**config.mk**
```make
export PLATFORM = sky130hd
export DESIGN_NAME = grid_local_peak_finder_flat
export DESIGN_NICKNAME = d
export VERILOG_FILES = /design/src/rtl/core/glpf_pkg.sv /design/src/rtl/core/glpf_if.sv /design/src/rtl/core/glpf_ram.sv /design/src/rtl/core/glpf_cfg.sv /design/src/rtl/core/glpf_seq.sv /design/src/rtl/core/glpf_out.sv /design/src/rtl/core/grid_local_peak_finder.sv /design/src/flat_wrapper.sv
export SDC_FILE = /design/constraint.sdc
export NUM_CORES = 2
export LEC_CHECK = 0
export BUFFER_PORTS_ARGS = -buffer_cell sky130_fd_sc_hd__buf_2
export CORE_UTILIZATION = 63
export DETAILED_ROUTE_END_ITERATION = 7
export HOLD_SLACK_MARGIN = 0.08
export PLACE_DENSITY = 0.79
export SYNTH_ARGS = -nofsm -noshare
export SYNTH_HDL_FRONTEND = slang
export SYNTH_SLANG_ARGS = --single-unit
```
**constraint.sdc**
```tcl
create_clock -name clk -period 5 [get_ports clk]
set_clock_uncertainty 0.1 [all_clocks]
set_input_delay 1 -clock clk [delete_from_list [all_inputs] [get_ports clk]]
set_output_delay 1 -clock clk [all_outputs]
set_load 0.02 [all_outputs]
```
**src/rtl/core/glpf_pkg.sv**
```systemverilog
// Package for the grid local peak finder.
// Holds default sizes, field widths, register indexes and the request word
// passed from the sequencer to the result stage. No dependencies.
package glpf_pkg;

  localparam int MAX_ROWS_DEF    = 32;
  localparam int MAX_COLUMNS_DEF = 32;
  localparam int HEIGHT_BITS_DEF = 16;

  localparam int COORD_BITS     = 5;
  localparam int CFG_INDEX_BITS = 2;
  localparam int CFG_DATA_BITS  = 6;

  localparam logic [CFG_INDEX_BITS-1:0] REG_ROW_COUNT    = 2'd0;
  localparam logic [CFG_INDEX_BITS-1:0] REG_COLUMN_COUNT = 2'd1;

  typedef struct packed {
    logic                  push;
    logic                  close;
    logic [COORD_BITS-1:0] row;
    logic [COORD_BITS-1:0] column;
  } glpf_req_t;

endpackage

```
**src/rtl/core/glpf_if.sv**
```systemverilog
// Channel interfaces of the grid local peak finder: height input, peak
// output and configuration write. Each carries valid, ready and its word.
// Depends on glpf_pkg.
interface glpf_height_if #(
  parameter int HEIGHT_BITS = glpf_pkg::HEIGHT_BITS_DEF
);
  logic                          valid;
  logic                          ready;
  logic signed [HEIGHT_BITS-1:0] height;

  modport source (output valid, output height, input ready);
  modport sink (input valid, input height, output ready);
endinterface

interface glpf_peak_if;
  import glpf_pkg::*;
  logic                  valid;
  logic                  ready;
  logic [COORD_BITS-1:0] peak_row;
  logic [COORD_BITS-1:0] peak_column;
  logic                  run_last;

  modport source (output valid, output peak_row, output peak_column, output run_last,
                  input ready);
  modport sink (input valid, input peak_row, input peak_column, input run_last,
                output ready);
endinterface

interface glpf_cfg_if;
  import glpf_pkg::*;
  logic                      valid;
  logic                      ready;
  logic [CFG_INDEX_BITS-1:0] index;
  logic [CFG_DATA_BITS-1:0]  data;

  modport source (output valid, output index, output data, input ready);
  modport sink (input valid, input index, input data, output ready);
endinterface

```
**src/rtl/core/glpf_ram.sv**
```systemverilog
// Generic single-write, single-read RAM with registered read data.
// No dependencies.
module glpf_ram #(
  parameter int  WIDTH = 8,
  parameter int  DEPTH = 2,
  localparam int AW    = (DEPTH > 1) ? $clog2(DEPTH) : 1
) (
  input  logic             clk,
  input  logic             wr_en,
  input  logic [AW-1:0]    wr_addr,
  input  logic [WIDTH-1:0] wr_data,
  input  logic             rd_en,
  input  logic [AW-1:0]    rd_addr,
  output logic [WIDTH-1:0] rd_data
);

  logic [WIDTH-1:0] mem [DEPTH];

  always_ff @(posedge clk) begin
    if (wr_en) begin
      mem[wr_addr] <= wr_data;
    end
    if (rd_en) begin
      rd_data <= mem[rd_addr];
    end
  end

endmodule

```
**src/rtl/core/glpf_cfg.sv**
```systemverilog
// Size registers of the grid local peak finder and their effective values
// (zero reads as one, above the maximum reads as the maximum).
// Depends on glpf_pkg and glpf_cfg_if.
module glpf_cfg #(
  parameter int  MAX_ROWS    = glpf_pkg::MAX_ROWS_DEF,
  parameter int  MAX_COLUMNS = glpf_pkg::MAX_COLUMNS_DEF,
  localparam int EW = $clog2(((MAX_ROWS > MAX_COLUMNS) ? MAX_ROWS : MAX_COLUMNS) + 1)
) (
  input  logic           clk,
  input  logic           rst,
  glpf_cfg_if.sink       cfg,
  output logic [EW-1:0]  nrows,
  output logic [EW-1:0]  ncols
);
  import glpf_pkg::*;

  logic [CFG_DATA_BITS-1:0] row_count;
  logic [CFG_DATA_BITS-1:0] column_count;

  function automatic logic [EW-1:0] effective(input logic [CFG_DATA_BITS-1:0] count,
                                              input int limit);
    if (count == '0) begin
      effective = EW'(1);
    end else if (int'(count) > limit) begin
      effective = EW'(limit);
    end else begin
      effective = EW'(count);
    end
  endfunction

  assign cfg.ready = 1'b1;
  assign nrows     = effective(row_count, MAX_ROWS);
  assign ncols     = effective(column_count, MAX_COLUMNS);

  always_ff @(posedge clk) begin
    if (rst) begin
      row_count    <= CFG_DATA_BITS'(1);
      column_count <= CFG_DATA_BITS'(1);
    end else if (cfg.valid) begin
      if (cfg.index == REG_ROW_COUNT) begin
        row_count <= cfg.data;
      end else if (cfg.index == REG_COLUMN_COUNT) begin
        column_count <= cfg.data;
      end
    end
  end

endmodule

```
**src/rtl/core/glpf_seq.sv**
```systemverilog
// Sequencer of the grid local peak finder: walks the raster, reads the
// neighbourhood of the cell being decided from the line store, decides,
// writes the new height back and runs the end-of-frame sweep.
// Depends on glpf_pkg and glpf_height_if.
module glpf_seq #(
  parameter int  MAX_ROWS    = glpf_pkg::MAX_ROWS_DEF,
  parameter int  MAX_COLUMNS = glpf_pkg::MAX_COLUMNS_DEF,
  parameter int  HEIGHT_BITS = glpf_pkg::HEIGHT_BITS_DEF,
  localparam int RW = (MAX_ROWS > 1) ? $clog2(MAX_ROWS) : 1,
  localparam int CW = (MAX_COLUMNS > 1) ? $clog2(MAX_COLUMNS) : 1,
  localparam int EW = $clog2(((MAX_ROWS > MAX_COLUMNS) ? MAX_ROWS : MAX_COLUMNS) + 1),
  localparam int AW = $clog2(2 * MAX_COLUMNS)
) (
  input  logic                   clk,
  input  logic                   rst,
  glpf_height_if.sink            pixel,
  input  logic [EW-1:0]          nrows,
  input  logic [EW-1:0]          ncols,
  output logic                   rd_en,
  output logic [AW-1:0]          rd_addr,
  input  logic [HEIGHT_BITS-1:0] rd_data,
  output logic                   wr_en,
  output logic [AW-1:0]          wr_addr,
  output logic [HEIGHT_BITS-1:0] wr_data,
  output glpf_pkg::glpf_req_t    req,
  input  logic                   req_ready
);
  import glpf_pkg::*;

  typedef enum logic [2:0] {
    S_IDLE, S_READ, S_LAST, S_DECIDE, S_WRITE, S_END
  } state_t;

  typedef enum logic [1:0] {
    SLOT_CENTRE, SLOT_LEFT, SLOT_RIGHT, SLOT_UP
  } slot_t;

  state_t                  state;
  slot_t                   slot;
  slot_t                   rd_slot;
  logic                    rd_pend;
  logic [RW-1:0]           row_pos;
  logic [CW-1:0]           col_pos;
  logic [RW-1:0]           dr;
  logic [CW-1:0]           dc;
  logic                    bank;
  logic                    has_down;
  logic                    burst;
  logic                    need_l;
  logic                    need_r;
  logic                    need_u;
  logic signed [HEIGHT_BITS-1:0] h_reg;
  logic signed [HEIGHT_BITS-1:0] v_c;
  logic signed [HEIGHT_BITS-1:0] v_l;
  logic signed [HEIGHT_BITS-1:0] v_r;
  logic signed [HEIGHT_BITS-1:0] v_u;

  logic peak;
  logic col_end;
  logic row_end;
  logic dc_end;
  logic next_right;

  function automatic logic [AW-1:0] ram_addr(input logic b, input logic [CW-1:0] col);
    ram_addr = b ? (AW'(col) + AW'(MAX_COLUMNS)) : AW'(col);
  endfunction

  assign col_end    = (EW'(col_pos) + EW'(1)) >= ncols;
  assign row_end    = (EW'(row_pos) + EW'(1)) >= nrows;
  assign dc_end     = (EW'(dc) + EW'(1)) >= ncols;
  assign next_right = (EW'(dc) + EW'(2)) < ncols;

  assign peak = !(need_l && (v_c < v_l)) && !(need_r && (v_c < v_r)) &&
                !(need_u && (v_c < v_u)) && !(has_down && (v_c < h_reg));

  always_comb begin
    unique case (slot)
      SLOT_CENTRE: rd_addr = ram_addr(bank, dc);
      SLOT_LEFT:   rd_addr = ram_addr(bank, need_l ? (dc - CW'(1)) : dc);
      SLOT_RIGHT:  rd_addr = ram_addr(bank, need_r ? (dc + CW'(1)) : dc);
      SLOT_UP:     rd_addr = ram_addr(!bank, dc);
    endcase
  end

  assign rd_en       = (state == S_READ);
  assign wr_en       = (state == S_WRITE);
  assign wr_addr     = ram_addr(row_pos[0], col_pos);
  assign wr_data     = h_reg;
  assign pixel.ready = (state == S_IDLE);

  assign req.push   = (state == S_DECIDE) && peak;
  assign req.close  = (state == S_END);
  assign req.row    = COORD_BITS'(dr);
  assign req.column = COORD_BITS'(dc);

  always_ff @(posedge clk) begin
    if (rst) begin
      state   <= S_IDLE;
      slot    <= SLOT_CENTRE;
      row_pos <= '0;
      col_pos <= '0;
      rd_pend <= 1'b0;
    end else begin
      rd_pend <= (state == S_READ);
      rd_slot <= slot;
      if (rd_pend) begin
        unique case (rd_slot)
          SLOT_CENTRE: v_c <= $signed(rd_data);
          SLOT_LEFT:   v_l <= $signed(rd_data);
          SLOT_RIGHT:  v_r <= $signed(rd_data);
          SLOT_UP:     v_u <= $signed(rd_data);
        endcase
      end

      unique case (state)
        S_IDLE: begin
          if (pixel.valid) begin
            h_reg    <= pixel.height;
            dr       <= row_pos - RW'(1);
            dc       <= col_pos;
            bank     <= ~row_pos[0];
            has_down <= 1'b1;
            burst    <= 1'b0;
            need_l   <= (col_pos != '0);
            need_r   <= !col_end;
            need_u   <= (row_pos > RW'(1));
            slot     <= SLOT_CENTRE;
            state    <= (row_pos != '0) ? S_READ : S_WRITE;
          end
        end
        S_READ: begin
          slot <= slot_t'(slot + 2'd1);
          if (slot == SLOT_UP) begin
            state <= S_LAST;
          end
        end
        S_LAST: begin
          state <= S_DECIDE;
        end
        S_DECIDE: begin
          if (!peak || req_ready) begin
            if (!burst) begin
              state <= S_WRITE;
            end else if (dc_end) begin
              state <= S_END;
            end else begin
              dc     <= dc + CW'(1);
              need_l <= 1'b1;
              need_r <= next_right;
              slot   <= SLOT_CENTRE;
              state  <= S_READ;
            end
          end
        end
        S_WRITE: begin
          if (col_end && row_end) begin
            dr       <= row_pos;
            dc       <= '0;
            bank     <= row_pos[0];
            has_down <= 1'b0;
            burst    <= 1'b1;
            need_l   <= 1'b0;
            need_r   <= EW'(1) < ncols;
            need_u   <= (row_pos != '0);
            slot     <= SLOT_CENTRE;
            row_pos  <= '0;
            col_pos  <= '0;
            state    <= S_READ;
          end else if (col_end) begin
            col_pos <= '0;
            row_pos <= row_pos + RW'(1);
            state   <= S_END;
          end else begin
            col_pos <= col_pos + CW'(1);
            state   <= S_END;
          end
        end
        S_END: begin
          if (req_ready) begin
            state <= S_IDLE;
          end
        end
        default: state <= S_IDLE;
      endcase
    end
  end

endmodule

```
**src/rtl/core/glpf_out.sv**
```systemverilog
// Result stage: holds the newest peak back until the next one or the end of
// the item shows whether it is the last, then moves it to the output register.
// Depends on glpf_pkg and glpf_peak_if.
module glpf_out (
  input  logic                clk,
  input  logic                rst,
  glpf_peak_if.source         peak,
  input  glpf_pkg::glpf_req_t req,
  output logic                req_ready
);
  import glpf_pkg::*;

  logic                  hold_v;
  logic [COORD_BITS-1:0] hold_row;
  logic [COORD_BITS-1:0] hold_column;
  logic                  out_v;
  logic [COORD_BITS-1:0] out_row;
  logic [COORD_BITS-1:0] out_column;
  logic                  out_last;
  logic                  out_free;

  assign out_free  = !out_v || peak.ready;
  assign req_ready = !hold_v || out_free;

  assign peak.valid       = out_v;
  assign peak.peak_row    = out_row;
  assign peak.peak_column = out_column;
  assign peak.run_last    = out_last;

  always_ff @(posedge clk) begin
    if (rst) begin
      hold_v <= 1'b0;
      out_v  <= 1'b0;
    end else begin
      if (out_v && peak.ready) begin
        out_v <= 1'b0;
      end
      if ((req.push || req.close) && req_ready) begin
        if (hold_v) begin
          out_v      <= 1'b1;
          out_row    <= hold_row;
          out_column <= hold_column;
          out_last   <= req.close;
        end
        hold_v <= req.push;
        if (req.push) begin
          hold_row    <= req.row;
          hold_column <= req.column;
        end
      end
    end
  end

endmodule

```
**src/rtl/core/grid_local_peak_finder.sv**
```systemverilog
// Grid local peak finder, top level: size registers, sequencer, line store, result stage.
// An item makes four store reads on one port, none in row 0; the frame's last item adds a
// last-row sweep with the same reads per column. Output stalls hold the sequencer back.
// A peak moves to the output register once the next peak or the end of its item is taken.
// Synchronous reset: sizes back to one, position to the frame start; line store not cleared.
// Depends on glpf_pkg, glpf_if, glpf_ram, glpf_cfg, glpf_seq and glpf_out.
module grid_local_peak_finder #(
  parameter int MAX_ROWS    = glpf_pkg::MAX_ROWS_DEF,
  parameter int MAX_COLUMNS = glpf_pkg::MAX_COLUMNS_DEF,
  parameter int HEIGHT_BITS = glpf_pkg::HEIGHT_BITS_DEF
) (
  input logic         clk,
  input logic         rst,
  glpf_height_if.sink pixel,
  glpf_peak_if.source peak,
  glpf_cfg_if.sink    cfg
);
  import glpf_pkg::*;

  localparam int EW = $clog2(((MAX_ROWS > MAX_COLUMNS) ? MAX_ROWS : MAX_COLUMNS) + 1);
  localparam int AW = $clog2(2 * MAX_COLUMNS);

  logic [EW-1:0]          nrows;
  logic [EW-1:0]          ncols;
  logic                   rd_en;
  logic [AW-1:0]          rd_addr;
  logic [HEIGHT_BITS-1:0] rd_data;
  logic                   wr_en;
  logic [AW-1:0]          wr_addr;
  logic [HEIGHT_BITS-1:0] wr_data;
  glpf_req_t              req;
  logic                   req_ready;

  glpf_cfg #(
    .MAX_ROWS    (MAX_ROWS),
    .MAX_COLUMNS (MAX_COLUMNS)
  ) u_cfg (
    .clk   (clk),
    .rst   (rst),
    .cfg   (cfg),
    .nrows (nrows),
    .ncols (ncols)
  );

  glpf_seq #(
    .MAX_ROWS    (MAX_ROWS),
    .MAX_COLUMNS (MAX_COLUMNS),
    .HEIGHT_BITS (HEIGHT_BITS)
  ) u_seq (
    .clk       (clk),
    .rst       (rst),
    .pixel     (pixel),
    .nrows     (nrows),
    .ncols     (ncols),
    .rd_en     (rd_en),
    .rd_addr   (rd_addr),
    .rd_data   (rd_data),
    .wr_en     (wr_en),
    .wr_addr   (wr_addr),
    .wr_data   (wr_data),
    .req       (req),
    .req_ready (req_ready)
  );

  glpf_ram #(
    .WIDTH (HEIGHT_BITS),
    .DEPTH (2 * MAX_COLUMNS)
  ) u_line_store (
    .clk     (clk),
    .wr_en   (wr_en),
    .wr_addr (wr_addr),
    .wr_data (wr_data),
    .rd_en   (rd_en),
    .rd_addr (rd_addr),
    .rd_data (rd_data)
  );

  glpf_out u_out (
    .clk       (clk),
    .rst       (rst),
    .peak      (peak),
    .req       (req),
    .req_ready (req_ready)
  );

endmodule

```
**src/flat_wrapper.sv**
```systemverilog
// flat-port wrapper written by rule: the top's interface ports become plain ports
module grid_local_peak_finder_flat import glpf_pkg::*;
#(
  parameter int MAX_ROWS    = glpf_pkg::MAX_ROWS_DEF,
  parameter int MAX_COLUMNS = glpf_pkg::MAX_COLUMNS_DEF,
  parameter int HEIGHT_BITS = glpf_pkg::HEIGHT_BITS_DEF
)
  (clk, rst, pixel_valid, pixel_height, pixel_ready, peak_valid, peak_peak_row, peak_peak_column, peak_run_last, peak_ready, cfg_valid, cfg_index, cfg_data, cfg_ready);
  glpf_height_if #(.HEIGHT_BITS(HEIGHT_BITS)) pixel_i ();
  glpf_peak_if peak_i ();
  glpf_cfg_if cfg_i ();
  input logic clk;
  input logic rst;
  input wire logic [$bits(pixel_i.valid)-1:0] pixel_valid;
  input wire logic [$bits(pixel_i.height)-1:0] pixel_height;
  output wire logic [$bits(pixel_i.ready)-1:0] pixel_ready;
  output wire logic [$bits(peak_i.valid)-1:0] peak_valid;
  output wire logic [$bits(peak_i.peak_row)-1:0] peak_peak_row;
  output wire logic [$bits(peak_i.peak_column)-1:0] peak_peak_column;
  output wire logic [$bits(peak_i.run_last)-1:0] peak_run_last;
  input wire logic [$bits(peak_i.ready)-1:0] peak_ready;
  input wire logic [$bits(cfg_i.valid)-1:0] cfg_valid;
  input wire logic [$bits(cfg_i.index)-1:0] cfg_index;
  input wire logic [$bits(cfg_i.data)-1:0] cfg_data;
  output wire logic [$bits(cfg_i.ready)-1:0] cfg_ready;
  assign pixel_i.valid = pixel_valid;
  assign pixel_i.height = pixel_height;
  assign pixel_ready = pixel_i.ready;
  assign peak_valid = peak_i.valid;
  assign peak_peak_row = peak_i.peak_row;
  assign peak_peak_column = peak_i.peak_column;
  assign peak_run_last = peak_i.run_last;
  assign peak_i.ready = peak_ready;
  assign cfg_i.valid = cfg_valid;
  assign cfg_i.index = cfg_index;
  assign cfg_i.data = cfg_data;
  assign cfg_ready = cfg_i.ready;
  grid_local_peak_finder #(.MAX_ROWS(MAX_ROWS), .MAX_COLUMNS(MAX_COLUMNS), .HEIGHT_BITS(HEIGHT_BITS)) u_core (.clk(clk), .rst(rst), .pixel(pixel_i), .peak(peak_i), .cfg(cfg_i));
endmodule
```
* After elaboration in Yosys (flattened, before gate mapping) *
Memory sizes are Yosys's and may differ from the RTL's. A register that Yosys moved wholly into a read port is not among the register bits.
Index checks and enable logic that the tools add are counted.

word-level totals
  register bits after elaboration = 149
  memory bits (writable) = 1024
  bits of input ports = 29
  output and inout port bits = 14
  word-level logic and storage cells = 194
  memories kept = 1

memories
  name                     words  width  rd ports  clocked after Yosys merged registers in  wr ports  line            RTL
  u_core.u_line_store.mem  64     16     1         1                                        1         glpf_ram.sv:17  logic [WIDTH-1:0] mem [DEPTH];

cells by class
  add/sub/neg operators = 14
  $lt $le $gt $ge = 12
  equal/unequal tests = 19
  mux-type cells = 68
  bitwise operators = 3
  reduce and logical (&&, ||, !) cells = 49

operator list
  kind                                              count
  two-way mux 5 bit                                 13
  less-than comparator 16 bit                       4
  two-way mux 6 bit                                 9
  adder 5 x 6 -> 6 bit, second input constant       4
  two-way mux 3 bit                                 8
  case mux 6 bit (4 select lines)                   1
  AND reduction 3 bit                               8
  two-way mux 1 bit                                 22
  adder 5 x 1 -> 6 bit, second input constant       3
  greater-or-equal comparator 6 bit                 3
  case mux 3 bit (6 select lines)                   1
  adder 5 x 1 -> 5 bit, second input constant       3
  case mux 5 bit (3 select lines)                   1
  > comparator 6 bit, second input constant         2
  logical NOT 6 bit                                 2
  logical AND 1 bit                                 11
  two-way mux 2 bit                                 5
  case mux 5 bit (2 select lines)                   1
  nonzero test 5 bit                                2
  subtractor 5 x 1 -> 5 bit, second input constant  2
  == test 2 bit, second input constant              4
  logical NOT 1 bit                                 8
  != test 2 bit, second input constant              4
  case mux 1 bit (2 select lines)                   4
  other kinds (23)                                  40

* Logic depth before layout (Yosys ltp) *
  depth after elaboration = 10
  mapped depth = 14
  mapped depth without buffers = 12

* By module *
From an unflattened synthesis, not the netlist that was laid out.

unflattened totals
  cells, all modules = 2514
  area total of the unflattened synthesis = 48054.8 µm²

modules (own cells, without submodules)
  module    times used  cells an instance  area each (µm²)  sequential area each (µm²)
  glpf_ram  1           1820               40138.5          31230.0
  glpf_seq  1           598                6566.3           3233.1
  glpf_out  1           33                 747.0            670.6
  glpf_cfg  1           63                 603.1            240.2

* Worst setup path before layout *
No wires, ideal clock.

  path kind = register to register
  start point = register u_core.u_seq.h_reg[1], in the netlist u_core.u_seq.wr_data[1]
  end point = register u_core.u_out.out_column[0], in the netlist u_core.u_out.peak.peak_column[0] (enable)
  setup time = 0.393 ns
  arrival = 3.562 ns
  required time = 4.507 ns
  slack = 0.945 ns
  stages on the path, launching flop included = 10
  buffers on the path = 0
  clock period less this slack = 4.055 ns
  cell sequence = edfxtp_1 inv_1 ha_1 a2111oi_0 o31a_1 o21ai_0 mux2i_1 nor4_1 o21ai_0 nor3_1

on the way
  word-level cells in the longest chain between the ends = 8

RTL lines
  element                        line             RTL
  from (decl)                    glpf_seq.sv:52   logic signed [HEIGHT_BITS-1:0] h_reg;
  from (signal assigned)         glpf_seq.sv:118  h_reg <= pixel.height;
  less-than comparator 16 bit    glpf_seq.sv:74   !(need_u && (v_c < v_u)) && !(has_down && (v_c < h_reg));
  logical AND 1 bit              glpf_seq.sv:74
  logical NOT 1 bit              glpf_seq.sv:74
  logical AND 1 bit              glpf_seq.sv:74
  logical AND 1 bit              glpf_seq.sv:91   assign req.push = (state == S_DECIDE) && peak;
  logical OR 1 bit               glpf_out.sv:38   if ((req.push || req.close) && req_ready) begin
  logical AND 1 bit              glpf_out.sv:38
  AND reduction 3 bit (no line)  n/a
  to (signal assigned)           glpf_out.sv:42   out_column <= hold_column;
  to (decl)                      glpf_out.sv:18   logic [COORD_BITS-1:0] out_column;

Every way passes these cells.
A chain may end at the register's enable or synchronous reset.

* Worst setup path after layout *
  start point = register u_core.u_seq.slot[0]
  end point = register u_core.u_line_store.rd_data[7] (read register of u_core.u_line_store.mem) (data pin)

on the way
  word-level cells in the longest chain between the ends = 2
  elaborated cells between the ends (all ways) = 5
  those cells by class = eq/ne: 3; mux: 1; reduce/logical: 1

RTL lines
  element                                line             RTL
  from (decl)                            glpf_seq.sv:39   slot_t slot;
  from (signal assigned)                 glpf_seq.sv:132  slot <= slot_t'(slot + 2'd1);
  == test 2 bit (tied with other cells)  glpf_seq.sv:77   unique case (slot)
  case mux 6 bit (4 select lines) (*)    glpf_seq.sv:77
  to (decl)                              glpf_ram.sv:14   output logic [WIDTH-1:0] rd_data

Every way passes the cells marked *; elsewhere a longest branch is shown, timed or not.

==> results.md <==
* Status: finished clean
* FP Rows at 101
* Worst VDD drop at 0.2948 mV
* Post-cts gate resize count at 0
* Hold Crit Start: u_core.u_out.hold_row[1]
* Clock Path Buffers at 3
* Layout Nets at 4013
* DRC marker count from the first detailed-route iteration at 5178
* Die area at 0.07820 sq mm
* Die W at 279.6 um
* Area of the multi-input gates at 0.01209 sq mm
* Setup CP Type: flip-flop to flip-flop
* Delay-heaviest family, CP: compound AO/OA/AOI/OAI gates
* Post-synth EDFFs at 1158
* Seq cells post-synth at 1188
* Layout area overhead at 12.53%
* Initial core utilization at 63.84%
* Post-synthesis cell area at 0.04857 sq mm
* Post-CTS Repair Setup Buffers at 0
* Core region area at 0.07608 sq mm
* Final setup viols at 0
* WP buf/inv at 3
* CTS tree: yes
* Ant. Diodes at 0
* Switching Share at 24.81%
* Req. time, crit path at 5.46 ns
* Worst R2R Start: u_core.u_seq.slot[0]
* Path type of the worst min-delay path: flip-flop to flip-flop
* Pint at 17.19 mW
* Hold slack at 0.3133 ns
* Ports at 43
* Clk pwr share at 39.9%
* Hold buffers post-CTS at 0
* Synth Warn # at 0
* DR vias/cell at 6.514
* Total grt overflow at 0
* # port buffers at 41
* Avg Synthesized Cell Area at 12.87 sq um
* Hold Path Depth at 0
* Htree depth at 3
* Vias at 32649
* Reg2reg end: u_core.u_line_store.rd_data[7]
* Most frequent cells in the layout: edfxtp_1 (1158), nand2_1 (965), nand3_1 (449)
* Initial antenna violation count at 4
* WL/cell at 26.08 um
* Dominant synthesized flop cell: edfxtp_1
* Switching component of the power at 5.673 mW
* RSZ-0062 raised after global routing: false
* Crit path max fanout at 56
* Max_slew headroom at 11.06%
* Total track usage at 33.38%
* Tmin final at 4.637 ns
* Dpl hpwl at 75430 um
* R2r worst-path depth at 12
* DRC at 0
* Setup TNS Final at 0 ns
* Max-slew violation count at 0
* Cell variety after synth at 74
* Die height at 279.6 um
* Crit-path cells: inv_1 -> ha_1 -> nor2_4 -> o211ai_2 -> a21oi_4 -> buf_12 -> buf_4 -> a211oi_1 -> a31oi_1 -> o2111ai_1 -> nor3_1 -> or4_1
* Clock Latency Late Sink at 0.68 ns
* Layout fillers at 4693
* Endpoints failing hold at 0
* Final WL at 130700 um
* Flop pwr share at 48.9%
* CP peak stage delay at 0.88 ns
* Clk root buf: clkbuf_16
* Placed Instances at 4801
* Total of max-cap violations at 0
* First-pass GRT wire length at 192100 um
* DR pass1 iterations at 8
* Fin cells at 5012
* Combinational share of power at 11.3%
* Worst path arrival time at 5.10 ns
* Vias in the first global route at 30934
* R2R setup slack at 0.36 ns
* PnR Total Power at 22.86 mW
* Slew @ Worst Pin at 1.331 ns
* Clock transition at the registers of the reported paths at 0.07 ns
* Fmax at 0.2156 GHz
* Largest net degree at the start of global routing at 110
* Fraction of registers with async set/reset at 0%
* Setup crit start: u_core.u_seq.slot[0]
* Final ANT Viol Nets at 0
* Cell Pwr Density at 418.3 mW/mm^2
* CTS buffer count at 113
* Post-synthesis cell count at 3773
* Clk sink count at 1188
* Pleak at 19.31 nW
* Reg area at 0.03537 sq mm
* Commonest non-fill, non-tap cell in the layout: edfxtp_1
* Final GP Congestion at 0.8977
* Layout cells sized above 1 at 10.37%
* Min-Delay Endpoint: u_core.u_out.peak.peak_row[1]
* Synth Net Count at 3900
* Sequential element share of the synthesized area at 72.84%
* Critical Path End Type: flip-flop
* CP Launch Type: flip-flop
* Final Cycle Share at 92.75%
* Critical Path Slowest Stage Cell: a21oi_4
-- logic make-up after synthesis --
kind of cell	share of synthesized area, %
fa+ha+maj	2.525
mux	0.3092
compound gates	5.472
xor+xnor	0.2705
buf+inv	2.427
flops	72.84
other cells	0.007722
simple gates	16.15
-- metrics by stage --
stage / util (%) / setup WS, ns / cell area, sq um
global placement: 66.63 / 0.6345 / 50690
floorplan: - / 0.9449 / 48570
detailed placement: 66.63 / 0.5834 / 50690
finish: 71.84 / 0.3627 / 54650
global route: 71.84 / 0.2567 / 54650
CTS: 71.84 / 0.5151 / 54650
-- sequential cells by signal (all words and copies together), names as in the netlist, 6 cells and up --
name	flops
u_core.u_cfg.column_count	6
u_core.u_cfg.row_count	6
u_core.u_line_store.mem	1024
u_core.u_line_store.rd_data	16
u_core.u_seq.v_c	16
u_core.u_seq.v_l	16
u_core.u_seq.v_r	16
u_core.u_seq.v_u	16
u_core.u_seq.wr_data	16
-- worst max path at each step --
stage | endpoint | slack [ns] | depth (start not counted)
3_3_place_gp | u_core.u_line_store.rd_data[12] | 0.63 | 12
3_5_place_dp | u_core.u_line_store.rd_data[13] | 0.58 | 11
2_1_floorplan | u_core.u_out.peak.peak_column[0] | 0.94 | 9
6_report | u_core.u_line_store.rd_data[7] | 0.36 | 12
5_1_grt | u_core.u_line_store.rd_data[7] | 0.26 | 12
4_1_cts | u_core.u_line_store.rd_data[12] | 0.52 | 12
-- worst register-to-register path: stages, from the launching register on --
cell,delay (ns)
dfxtp_1,0.44
inv_1,0.13
ha_1,0.41
nor2_4,0.23
o211ai_2,0.19
a21oi_4,0.88
buf_12,0.40
buf_4,0.46
a211oi_1,0.10
a31oi_1,0.17
o2111ai_1,0.12
nor3_1,0.68
or4_1,0.22
-- routing by layer --
| layer | up-vias | routed length (um) | GRT usage [%] |
|---|---|---|---|
| met3 | 377 | 17190 | 7.214 |
| met4 | 4 | 6553 | 16.66 |
| met1 | 15775 | 47290 | 46.39 |
| met5 | - | 26 | 0 |
| met2 | 2435 | 59670 | 50.40 |
| li1 | 14058 | - | - |
-- cell type report --
class / count / share of cell area (%)
Sequential cell: 1188 / 64.73
Multi-Input combinational cell: 2292 / 22.13
Clock buffer: 125 / 5.332
Timing Repair Buffer: 209 / 2.981
Tap cell: 1030 / 2.358
Clock inverter: 86 / 1.914
Inverter: 82 / 0.5632
-- synthesized netlist by cell type (all sizes together) (8+ instances only) --
cell,n,area [sq um]
mux2i,15,150.1
xnor2,8,70.07
nor2,122,465.5
inv,79,296.5
clkbuf,145,544.3
dfxtp,30,600.6
a21o,20,150.1
a211oi,70,525.5
o21ai,21,105.1
o21a,8,60.06
a21oi,101,513.0
ha,98,1226
o211ai,50,380.4
and3,67,419.2
nor3,75,380.4
nand3b,9,67.56
or4,16,120.1
a31oi,69,431.7
nand3,449,2247
o2111ai,16,140.1
edfxtp,1158,34770
nand4,8,50.05
nand2,968,3649
nor4,8,110.1
buf,66,326.6
nand2b,16,102.6
-- power groups by stage --
stage | logic [mW] | registers (mW) | clock network [mW]
after floorplan | 1.43 | 11.4 | 0
after global placement | 2.42 | 11.4 | 0
after detailed placement | 2.48 | 11.4 | 0
after CTS | 2.51 | 11.2 | 9.11
after global routing | 2.72 | 11.2 | 9.47
final | 2.58 | 11.2 | 9.11
(Power assumes the default switching activity.)
